==> src/hdl/cdsc_pkg.sv <==
package cdsc_pkg;

  localparam int unsigned YEAR_SPAN_DEF = 256;
  localparam int unsigned BASE_RESET    = 1900;
  localparam int unsigned YW            = 15;   // years up to 16383 + max span
  localparam int unsigned DW            = 24;   // absolute day numbers
  localparam logic [16:0] SERIAL_MAX    = 17'h1FFFF;
  // 2^32 / 365.2425, used for the first year estimate.
  localparam logic [23:0] YEAR_RECIP    = 24'd11759221;

  typedef enum logic [1:0] {
    ST_OK      = 2'd0,
    ST_INVALID = 2'd1,
    ST_SPAN    = 2'd2
  } status_e;

  typedef enum logic {
    REG_BASE_YEAR = 1'b0
  } reg_idx_e;

  typedef struct packed {
    logic [16:0]   serial;
    logic [DW-1:0] dbase;
    logic [16:0]   off;
    logic          invalid;
  } fwd_t;

  typedef struct packed {
    logic [16:0]   serial;
    logic [2:0]    wd;
    logic [YW-1:0] oy;
    logic [8:0]    rem;
    logic          leap;
    logic          invalid;
    logic          span_err;
  } bk_t;

  // floor(x / 100), exact for every 15-bit x.
  function automatic logic [YW-1:0] q100(input logic [YW-1:0] x);
    logic [27:0] p;
    p = 28'(x) * 28'd5243;
    return YW'(p >> 19);
  endfunction

  function automatic logic is_leap(input logic [YW-1:0] y);
    logic [YW-1:0] c;
    logic [21:0]   c100;
    logic          cent;
    c    = q100(y);
    c100 = 22'(c) * 22'd100;
    cent = (22'(y) == c100);
    return (y[1:0] == 2'b00) && (!cent || (c[1:0] == 2'b00));
  endfunction

  // Days from January 1 of year 0 to January 1 of year y.
  function automatic logic [DW-1:0] days_before(input logic [YW-1:0] y);
    logic [DW-1:0] lp;
    lp = DW'((y + YW'(3)) >> 2) - DW'(q100(y + YW'(99)))
       + DW'(q100((y + YW'(399)) >> 2));
    return DW'(y) * DW'(365) + lp;
  endfunction

  function automatic logic [4:0] month_len(input logic [3:0] m, input logic leap);
    logic [4:0] r;
    unique case (m)
      4'd4, 4'd6, 4'd9, 4'd11: r = 5'd30;
      4'd2:                    r = leap ? 5'd29 : 5'd28;
      default:                 r = 5'd31;
    endcase
    return r;
  endfunction

  // Days of the year that lie before the first of month m.
  function automatic logic [8:0] cum_days(input logic [3:0] m, input logic leap);
    logic [8:0] r;
    unique case (m)
      4'd1:    r = 9'd0;
      4'd2:    r = 9'd31;
      4'd3:    r = 9'd59;
      4'd4:    r = 9'd90;
      4'd5:    r = 9'd120;
      4'd6:    r = 9'd151;
      4'd7:    r = 9'd181;
      4'd8:    r = 9'd212;
      4'd9:    r = 9'd243;
      4'd10:   r = 9'd273;
      4'd11:   r = 9'd304;
      4'd12:   r = 9'd334;
      default: r = 9'd0;
    endcase
    if (leap && (m > 4'd2)) begin
      r = r + 9'd1;
    end
    return r;
  endfunction

  // Since 8 = 1 mod 7, the octal digits are summed and folded.
  function automatic logic [2:0] mod7(input logic [16:0] s);
    logic [17:0] w;
    logic [5:0]  acc;
    logic [3:0]  f1;
    logic [3:0]  f2;
    w   = {1'b0, s};
    acc = '0;
    for (int k = 0; k < 6; k++) begin
      acc = acc + 6'(w[3*k +: 3]);
    end
    f1 = 4'(acc[2:0]) + 4'(acc[5:3]);
    f2 = 4'(f1[2:0]) + 4'(f1[3]);
    if (f2 >= 4'd7) begin
      f2 = f2 - 4'd7;
    end
    return f2[2:0];
  endfunction

endpackage

==> src/hdl/calendar_date_serial_converter_top.sv <==
// Gregorian date converter. An input transaction carries year, month, day and a
// day offset; each one yields exactly one output transaction with the zero-based
// day count from January 1 of base_year, its weekday (that count mod 7), the date that
// lies the offset later, and a status (ok, invalid date, shifted date out of span).
// Both channels use valid/stall; a transaction moves when valid is high and stall
// is low. The datapath is a six-stage pipeline, and one transaction can enter every
// cycle while stall_o is low. The stages are set by the year-start arithmetic
// (constant multiplies for the leap-year counts) and the reciprocal year estimate.
// When the receiver stalls, the output stage holds and the stages behind it fill
// their empty slots; stall_o rises only once every stage holds a transaction.
// Reset empties the pipeline and sets base_year to 1900. base_year sits at APB address 0;
// the user must write it only while the pipeline is empty; the block itself does not enforce it.
module calendar_date_serial_converter_top import cdsc_pkg::*; #(
  parameter int unsigned YEAR_SPAN = YEAR_SPAN_DEF
) (
  input  logic        clk_i,
  input  logic        rst_ni,
  input  logic        psel,
  input  logic        penable,
  input  logic        pwrite,
  input  logic [2:0]  paddr,
  input  logic [31:0] pwdata,
  output logic [31:0] prdata,
  output logic        pready,
  input  logic        valid_i,
  output logic        stall_o,
  input  logic [13:0] in_year_i,
  input  logic [3:0]  in_month_i,
  input  logic [4:0]  in_day_i,
  input  logic [16:0] offset_days_i,
  output logic        valid_o,
  input  logic        stall_i,
  output logic [16:0] serial_day_o,
  output logic [2:0]  weekday_o,
  output logic [13:0] out_year_o,
  output logic [3:0]  out_month_o,
  output logic [4:0]  out_day_o,
  output logic [1:0]  status_o
);

  localparam int unsigned NST = 6;

  logic [13:0]    base_q;
  logic [NST:1]   v_q;
  logic [NST:1]   en;
  logic           in_mv;
  fwd_t           fwd;
  bk_t            bk;
  reg_idx_e       ridx;

  assign ridx   = reg_idx_e'(paddr[2]);
  assign pready = 1'b1;

  always_ff @(posedge clk_i or negedge rst_ni) begin
    if (!rst_ni) begin
      base_q <= 14'(BASE_RESET);
    end else if (psel && penable && pwrite && (ridx == REG_BASE_YEAR)) begin
      base_q <= pwdata[13:0];
    end
  end

  always_comb begin
    unique case (ridx)
      REG_BASE_YEAR: prdata = 32'(base_q);
      default:       prdata = '0;
    endcase
  end

  // A stage moves when it is empty or the stage ahead of it moves.
  always_comb begin
    en[NST] = !v_q[NST] || !stall_i;
    for (int k = NST - 1; k >= 1; k--) begin
      en[k] = !v_q[k] || en[k+1];
    end
  end

  assign stall_o = !en[1];
  assign in_mv   = valid_i && en[1];
  assign valid_o = v_q[NST];

  always_ff @(posedge clk_i or negedge rst_ni) begin
    if (!rst_ni) begin
      v_q <= '0;
    end else begin
      if (en[1]) begin
        v_q[1] <= valid_i;
      end
      for (int k = 2; k <= NST; k++) begin
        if (en[k]) begin
          v_q[k] <= v_q[k-1];
        end
      end
    end
  end

  cdsc_front #(.YEAR_SPAN(YEAR_SPAN)) u_front (
    .clk_i        (clk_i),
    .en1_i        (in_mv),
    .en2_i        (en[2]),
    .base_i       (base_q),
    .in_year_i    (in_year_i),
    .in_month_i   (in_month_i),
    .in_day_i     (in_day_i),
    .offset_days_i(offset_days_i),
    .fwd_o        (fwd)
  );

  cdsc_back #(.YEAR_SPAN(YEAR_SPAN)) u_back (
    .clk_i (clk_i),
    .en3_i (en[3]),
    .en4_i (en[4]),
    .en5_i (en[5]),
    .base_i(base_q),
    .fwd_i (fwd),
    .bk_o  (bk)
  );

  cdsc_out u_out (
    .clk_i       (clk_i),
    .en6_i       (en[6]),
    .bk_i        (bk),
    .serial_day_o(serial_day_o),
    .weekday_o   (weekday_o),
    .out_year_o  (out_year_o),
    .out_month_o (out_month_o),
    .out_day_o   (out_day_o),
    .status_o    (status_o)
  );

  a_stall_full: assert property (@(posedge clk_i) disable iff (!rst_ni)
    stall_o |-> (v_q == '1))
    else $error("input stalled while the pipeline has an empty stage");

  a_out_hold: assert property (@(posedge clk_i) disable iff (!rst_ni)
    (valid_o && stall_i) |=> (valid_o && $stable(serial_day_o) && $stable(status_o)))
    else $error("stalled result changed");

  a_invalid_zero: assert property (@(posedge clk_i) disable iff (!rst_ni)
    (valid_o && (status_o == ST_INVALID)) |-> ((serial_day_o == '0) && (out_year_o == '0)))
    else $error("invalid result carries nonzero fields");

  a_ok_month: assert property (@(posedge clk_i) disable iff (!rst_ni)
    (valid_o && (status_o == ST_OK)) |-> ((out_month_o >= 4'd1) && (out_month_o <= 4'd12)
      && (out_day_o >= 5'd1) && (weekday_o < 3'd7)))
    else $error("ok result carries an impossible date");

endmodule

==> src/hdl/cdsc_front.sv <==
module cdsc_front import cdsc_pkg::*; #(
  parameter int unsigned YEAR_SPAN = YEAR_SPAN_DEF
) (
  input  logic        clk_i,
  input  logic        en1_i,
  input  logic        en2_i,
  input  logic [13:0] base_i,
  input  logic [13:0] in_year_i,
  input  logic [3:0]  in_month_i,
  input  logic [4:0]  in_day_i,
  input  logic [16:0] offset_days_i,
  output fwd_t        fwd_o
);

  logic [DW-1:0] dy_q, dy_d, db_q, db_d;
  logic [3:0]    m_q;
  logic [4:0]    d_q;
  logic [16:0]   off_q;
  logic          leap_q, leap_d, bad_q, bad_d;
  logic [YW-1:0] yv, bv, endy;
  logic [21:0]   serial_w;
  fwd_t          fwd_q, fwd_d;

  assign yv     = YW'(in_year_i);
  assign bv     = YW'(base_i);
  assign endy   = bv + YW'(YEAR_SPAN);
  assign dy_d   = days_before(yv);
  assign db_d   = days_before(bv);
  assign leap_d = is_leap(yv);

  always_comb begin
    bad_d = (in_month_i < 4'd1) || (in_month_i > 4'd12) || (in_day_i < 5'd1) ||
            (in_day_i > month_len(in_month_i, leap_d)) || (yv < bv) || (yv >= endy);
  end

  always_ff @(posedge clk_i) begin
    if (en1_i) begin
      dy_q   <= dy_d;
      db_q   <= db_d;
      m_q    <= in_month_i;
      d_q    <= in_day_i;
      off_q  <= offset_days_i;
      leap_q <= leap_d;
      bad_q  <= bad_d;
    end
  end

  always_comb begin
    serial_w       = 22'(dy_q - db_q) + 22'(cum_days(m_q, leap_q)) + 22'(d_q) - 22'd1;
    fwd_d.serial   = serial_w[16:0];
    fwd_d.dbase    = db_q;
    fwd_d.off      = off_q;
    fwd_d.invalid  = bad_q || (serial_w > 22'(SERIAL_MAX));
  end

  always_ff @(posedge clk_i) begin
    if (en2_i) begin
      fwd_q <= fwd_d;
    end
  end

  assign fwd_o = fwd_q;

endmodule

==> src/hdl/cdsc_back.sv <==
module cdsc_back import cdsc_pkg::*; #(
  parameter int unsigned YEAR_SPAN = YEAR_SPAN_DEF
) (
  input  logic        clk_i,
  input  logic        en3_i,
  input  logic        en4_i,
  input  logic        en5_i,
  input  logic [13:0] base_i,
  input  fwd_t        fwd_i,
  output bk_t         bk_o
);

  // Stage 3: absolute day number and a year estimate within one year.
  logic [DW-1:0] a3_q, a3_d;
  logic [47:0]   prod;
  logic [YW-1:0] c3_q, c3_d;
  logic [16:0]   s3_q, s4_q;
  logic [2:0]    w3_q, w4_q;
  logic          i3_q, i4_q;

  assign a3_d = fwd_i.dbase + DW'(fwd_i.serial) + DW'(fwd_i.off);
  assign prod = 48'(a3_d) * 48'(YEAR_RECIP);
  assign c3_d = YW'(prod >> 32);

  always_ff @(posedge clk_i) begin
    if (en3_i) begin
      a3_q <= a3_d;
      c3_q <= c3_d;
      s3_q <= fwd_i.serial;
      w3_q <= mod7(fwd_i.serial);
      i3_q <= fwd_i.invalid;
    end
  end

  // Stage 4: year starts around the estimate.
  logic [DW-1:0] a4_q, dc_q, dc1_q;
  logic [YW-1:0] c4_q;
  logic          lm_q, l0_q, lp_q;

  always_ff @(posedge clk_i) begin
    if (en4_i) begin
      a4_q  <= a3_q;
      c4_q  <= c3_q;
      dc_q  <= days_before(c3_q);
      dc1_q <= days_before(c3_q + YW'(1));
      lm_q  <= is_leap(c3_q - YW'(1));
      l0_q  <= is_leap(c3_q);
      lp_q  <= is_leap(c3_q + YW'(1));
      s4_q  <= s3_q;
      w4_q  <= w3_q;
      i4_q  <= i3_q;
    end
  end

  // Stage 5: pick the year that holds the day, and the day within it.
  logic [YW-1:0] endy;
  bk_t           bk_q, bk_d;
  logic [DW-1:0] remw;

  assign endy = YW'(base_i) + YW'(YEAR_SPAN);

  always_comb begin
    bk_d         = '0;
    bk_d.serial  = s4_q;
    bk_d.wd      = w4_q;
    bk_d.invalid = i4_q;
    priority if (a4_q < dc_q) begin
      bk_d.oy   = c4_q - YW'(1);
      remw      = a4_q - dc_q + (lm_q ? DW'(366) : DW'(365));
      bk_d.leap = lm_q;
    end else if (a4_q >= dc1_q) begin
      bk_d.oy   = c4_q + YW'(1);
      remw      = a4_q - dc1_q;
      bk_d.leap = lp_q;
    end else begin
      bk_d.oy   = c4_q;
      remw      = a4_q - dc_q;
      bk_d.leap = l0_q;
    end
    bk_d.rem      = remw[8:0];
    bk_d.span_err = (bk_d.oy >= endy) || bk_d.oy[YW-1];
  end

  always_ff @(posedge clk_i) begin
    if (en5_i) begin
      bk_q <= bk_d;
    end
  end

  assign bk_o = bk_q;

endmodule

==> src/hdl/cdsc_out.sv <==
module cdsc_out import cdsc_pkg::*; (
  input  logic        clk_i,
  input  logic        en6_i,
  input  bk_t         bk_i,
  output logic [16:0] serial_day_o,
  output logic [2:0]  weekday_o,
  output logic [13:0] out_year_o,
  output logic [3:0]  out_month_o,
  output logic [4:0]  out_day_o,
  output logic [1:0]  status_o
);

  logic [16:0] serial_q;
  logic [2:0]  wd_q;
  logic [13:0] year_q;
  logic [3:0]  month_q, om;
  logic [4:0]  day_q;
  status_e     status_q;
  logic [8:0]  dm;

  // Each month start is compared in parallel; the count of passed starts is the month.
  always_comb begin
    om = 4'd1;
    for (int k = 2; k <= 12; k++) begin
      if (bk_i.rem >= cum_days(4'(k), bk_i.leap)) begin
        om = 4'(k);
      end
    end
    dm = bk_i.rem - cum_days(om, bk_i.leap) + 9'd1;
  end

  always_ff @(posedge clk_i) begin
    if (en6_i) begin
      if (bk_i.invalid) begin
        serial_q <= '0;
        wd_q     <= '0;
        year_q   <= '0;
        month_q  <= '0;
        day_q    <= '0;
        status_q <= ST_INVALID;
      end else if (bk_i.span_err) begin
        serial_q <= bk_i.serial;
        wd_q     <= bk_i.wd;
        year_q   <= '0;
        month_q  <= '0;
        day_q    <= '0;
        status_q <= ST_SPAN;
      end else begin
        serial_q <= bk_i.serial;
        wd_q     <= bk_i.wd;
        year_q   <= bk_i.oy[13:0];
        month_q  <= om;
        day_q    <= dm[4:0];
        status_q <= ST_OK;
      end
    end
  end

  assign serial_day_o = serial_q;
  assign weekday_o    = wd_q;
  assign out_year_o   = year_q;
  assign out_month_o  = month_q;
  assign out_day_o    = day_q;
  assign status_o     = status_q;

endmodule

==> config.mk <==
export PLATFORM = sky130hd
export DESIGN_NAME = calendar_date_serial_converter_top
export DESIGN_NICKNAME = d
export VERILOG_FILES = /design/src/hdl/cdsc_pkg.sv /design/src/hdl/calendar_date_serial_converter_top.sv /design/src/hdl/cdsc_front.sv /design/src/hdl/cdsc_back.sv /design/src/hdl/cdsc_out.sv
export SDC_FILE = /design/constraint.sdc
export NUM_CORES = 2
export LEC_CHECK = 0
export ABC_AREA = 1
export BUFFER_PORTS_ARGS = -buffer_cell sky130_fd_sc_hd__buf_2
export CORE_MARGIN = 2
export CORE_UTILIZATION = 55
export DETAILED_ROUTE_END_ITERATION = 8
export PLACE_DENSITY = 0.77
export SYNTH_ARGS = -nofsm -noshare
export SYNTH_HDL_FRONTEND = slang
export SYNTH_SLANG_ARGS = --single-unit
==> constraint.sdc <==
create_clock -name clk_i -period 15.9 [get_ports clk_i]
set_input_delay 3.18 -clock clk_i [delete_from_list [all_inputs] [get_ports clk_i]]
set_output_delay 3.18 -clock clk_i [all_outputs]
set_load 0.01 [all_outputs]
==> flow_summary.yaml <==
die:
  num_rows: 154
  dieHeight_um: 425
  die-area_um2: 180000
  core_area_um2: 176000
  initial_utilization_pct: 55.3
  die_w_um: 425
  io_pins: 162
detailed_routing:
  drt_iter0_drc: 4276
  routed_via_density: 5.37
  wl_um: 241000
  wire_per_inst_um: 18.3
  via_count: 70800
  ant_nets: 0
  firstDrtPassIters: 6
  route.detailed.drc: 0
logic_synthesis:
  synthCells: 10600
  async_flop_share_pct: 4.72
  ys.flop_type: "edfxtp_1"
  synth_edf_count: 395
  yosys_warnings: 0
  synth_area_um2: 97300
  synth_area_per_cell_um2: 9.17
  synth_cell_type_count: 74
  seq_area_frac_synth_pct: 12.9
  ys_seq_elements: 424
setup_path:
  cp.arrival_ps: 14450
  slowest_delay_ps: 570
  critPathTopFamily: "adder cells"
  reg2reg_depth: 58
  crit_path_top_delay_cell: "o211ai_1"
  path_class: "in -> reg"
  end_kind: "register"
  path_max_fanout: 11
  cp-start-kind: "input port"
  cpMostUsedCell: "nand2_1"
  rr_endpoint: "u_back.dc1_q[20]$_DFFE_PP_"
  required_ps: 16240
  worst-path-buf-inv: 11
  r2r_start: "u_back.c3_q[1]$_DFFE_PP_"
  reg2reg_slack_ps: 2320
clock_network:
  cts_setup_buffers: 0
  clock_latency_ps: 630
  cts.sinks: 424
  root_buffer: "clkbuf_16"
  cts_buffer_depth: 3
  cts_tree: "yes"
  cts_hold_buf: 0
  h-tree-depth: 2
  cts.repair.resized: 0
  clk_pin_slew_ps: 60
  cts_buffers: 47
timing:
  fin_setup_tns_ps: 0
  fin_skew_ps: 48.6
  rsz0062_at_grt: "false"
  holdWs_ps: 384
  worstMarginPinSlew_ps: 1180
  maxSlewViolCount: 0
  period_needed_ps: 14110
  hold_viol: 0
  setup_viol: 0
  max_slew_margin_pct: 20.5
  fmax_mhz: 70.9
  min_period_over_period_pct: 88.8
hold_path:
  hold_path_startpoint: "u_back.i3_q$_DFFE_PP_"
  whs_path_depth: 0
  holdPathEnd: "u_back.i4_q$_DFFE_PP_"
  min_path_type: "reg -> reg"
final_layout:
  final_common_cell: "inv_1"
  instances_no_fill: 13200
  layout-drive-gt1-share_pct: 3.25
  fill_cells: 14900
  final_cell_mix: "inv_1, ha_1, fa_1"
  fin_util_pct: 58.4
  layout.nets: 14300
  area_delta_synth_final_pct: 5.54
global_route:
  grt_pass1_wl_um: 392000
  overflow: 0
  grt_max_degree: 76
  grt_use_total_pct: 27.2
  grt_pass1_vias: 75000
  antenna_found_initial: 6
job:
  maxCapViolations: 0
placed_design:
  dp.cells: 13100
  dp_hpwl_um: 213000
  portBuffers: 122
  place_congestion: 0.990
status:
  outcome: "finished, final reports clean"
==> logic make-up after synthesis <==
family	synth area share (%)
mux	0.0219
fa+ha+maj	54.9
flops	12.9
other cells	0.00772
compound gates	6.43
xor+xnor	5.24
buf+inv	11.5
simple gates	9.06
==> synthesized netlist by cell type (8+ instances only) <==
cell      number  area share (%)
nand3_1      240             1.2
a21oi_1      581             3.0
dfrtp_1       13            0.33
dfxtp_1        9            0.19
xnor2_1      137             1.2
fa_1        1356              28
inv_2         19           0.073
clkinv_1       8           0.031
xor2_1       413             3.7
ha_1        2096              27
nor4_1        31            0.20
o31ai_1       10           0.077
o221ai_1       9           0.081
a211oi_1      26            0.20
inv_1       2866              11
or2_2         22            0.14
o21a_1        14            0.11
o211ai_1      25            0.19
o21ai_0      288             1.5
nand3b_1      17            0.13
clkbuf_1      27            0.10
nor2_1       467             1.8
buf_4         20            0.15
nor3_1        67            0.34
nand4_1      101            0.65
edfxtp_1     395              12
o21bai_1      48            0.37
a21o_1        33            0.25
nor2_2        11           0.071
nand2_1     1102             4.3
a21boi_0      16            0.12
a31oi_1       36            0.23
==> worst max path at each step <==
| stage | startpoint | endpoint | slack (ps) | depth (start not counted) |
|---|---|---|---|---|
| floorplan | in_year_i[0] | u_front.dy_q[21]$_DFFE_PP_ | 2970 | 52 |
| global placement | in_year_i[0] | u_front.dy_q[21]$_DFFE_PP_ | 1300 | 54 |
| detailed placement | in_year_i[5] | u_front.dy_q[21]$_DFFE_PP_ | 1170 | 51 |
| CTS | in_year_i[5] | u_front.dy_q[21]$_DFFE_PP_ | 1750 | 51 |
| global route | in_year_i[0] | u_front.dy_q[21]$_DFFE_PP_ | 820 | 54 |
| finish | in_year_i[5] | u_front.dy_q[21]$_DFFE_PP_ | 1790 | 51 |
==> sequential cells by signal (all words and copies together), names as in the netlist, 15 cells and up, named ones only <==
signal / flops
u_back.a3_q: 24
u_back.a4_q: 24
u_back.bk_o: 46
u_back.c3_q: 15
u_back.c4_q: 15
u_back.dc1_q: 24
u_back.dc_q: 24
u_back.s3_q: 17
u_back.s4_q: 17
u_front.db_q: 24
u_front.dy_q: 22
u_front.fwd_o: 59
u_front.off_q: 17
u_out.serial_day_o: 17
==> through the flow <==
| stage | setup WS (ps) | area, um2 |
|---|---|---|
| 2_1_floorplan | 2970 | 97300 |
| 3_3_place_gp | 1300 | 101000 |
| 3_5_place_dp | 1170 | 101000 |
| 4_1_cts | 1750 | 103000 |
| 5_1_grt | 822 | 103000 |
| 6_report | 1790 | 103000 |
==> area by class of cell <==
class / count / area, um2 / area share (%)
well taps: 2340 / 2930 / 2.85
diodes: 2 / 5.00 / 0.00487
inverters: 2895 / 10900 / 10.6
repair buffers: 182 / 1060 / 1.03
multi-input cells: 7246 / 73600 / 71.7
clock buffers: 50 / 1190 / 1.16
clock inverters: 36 / 434 / 0.423
flip-flops and latches: 424 / 12600 / 12.2
==> worst register-to-register path, delay by kind of cell, from the launching register on <==
kind	cells	cell delay (ps)
buffers and inverters	11	1780
and+or+nand+nor	21	2400
AOI/OAI and AO/OA	8	1620
DFF	1	320
adders and majority gates	14	6180
xor gates and xnor gates	4	1160
==> layer usage <==
layer / wire length (um) / vias to the layer above / part of all wire [%] / GRT usage, %
li1: - / 33700 / - / -
met1: 98100 / 34600 / 41 / 34.2
met2: 118000 / 1909 / 49 / 47.7
met3: 11600 / 506 / 4.8 / 2.63
met4: 12400 / 2 / 5.2 / 11.8
met5: 12 / - / 0.0050 / 0
Power is left out: the tool's default activity adds up to more than one toggle a clock period on the data nets, which glitch-free logic cannot reach.
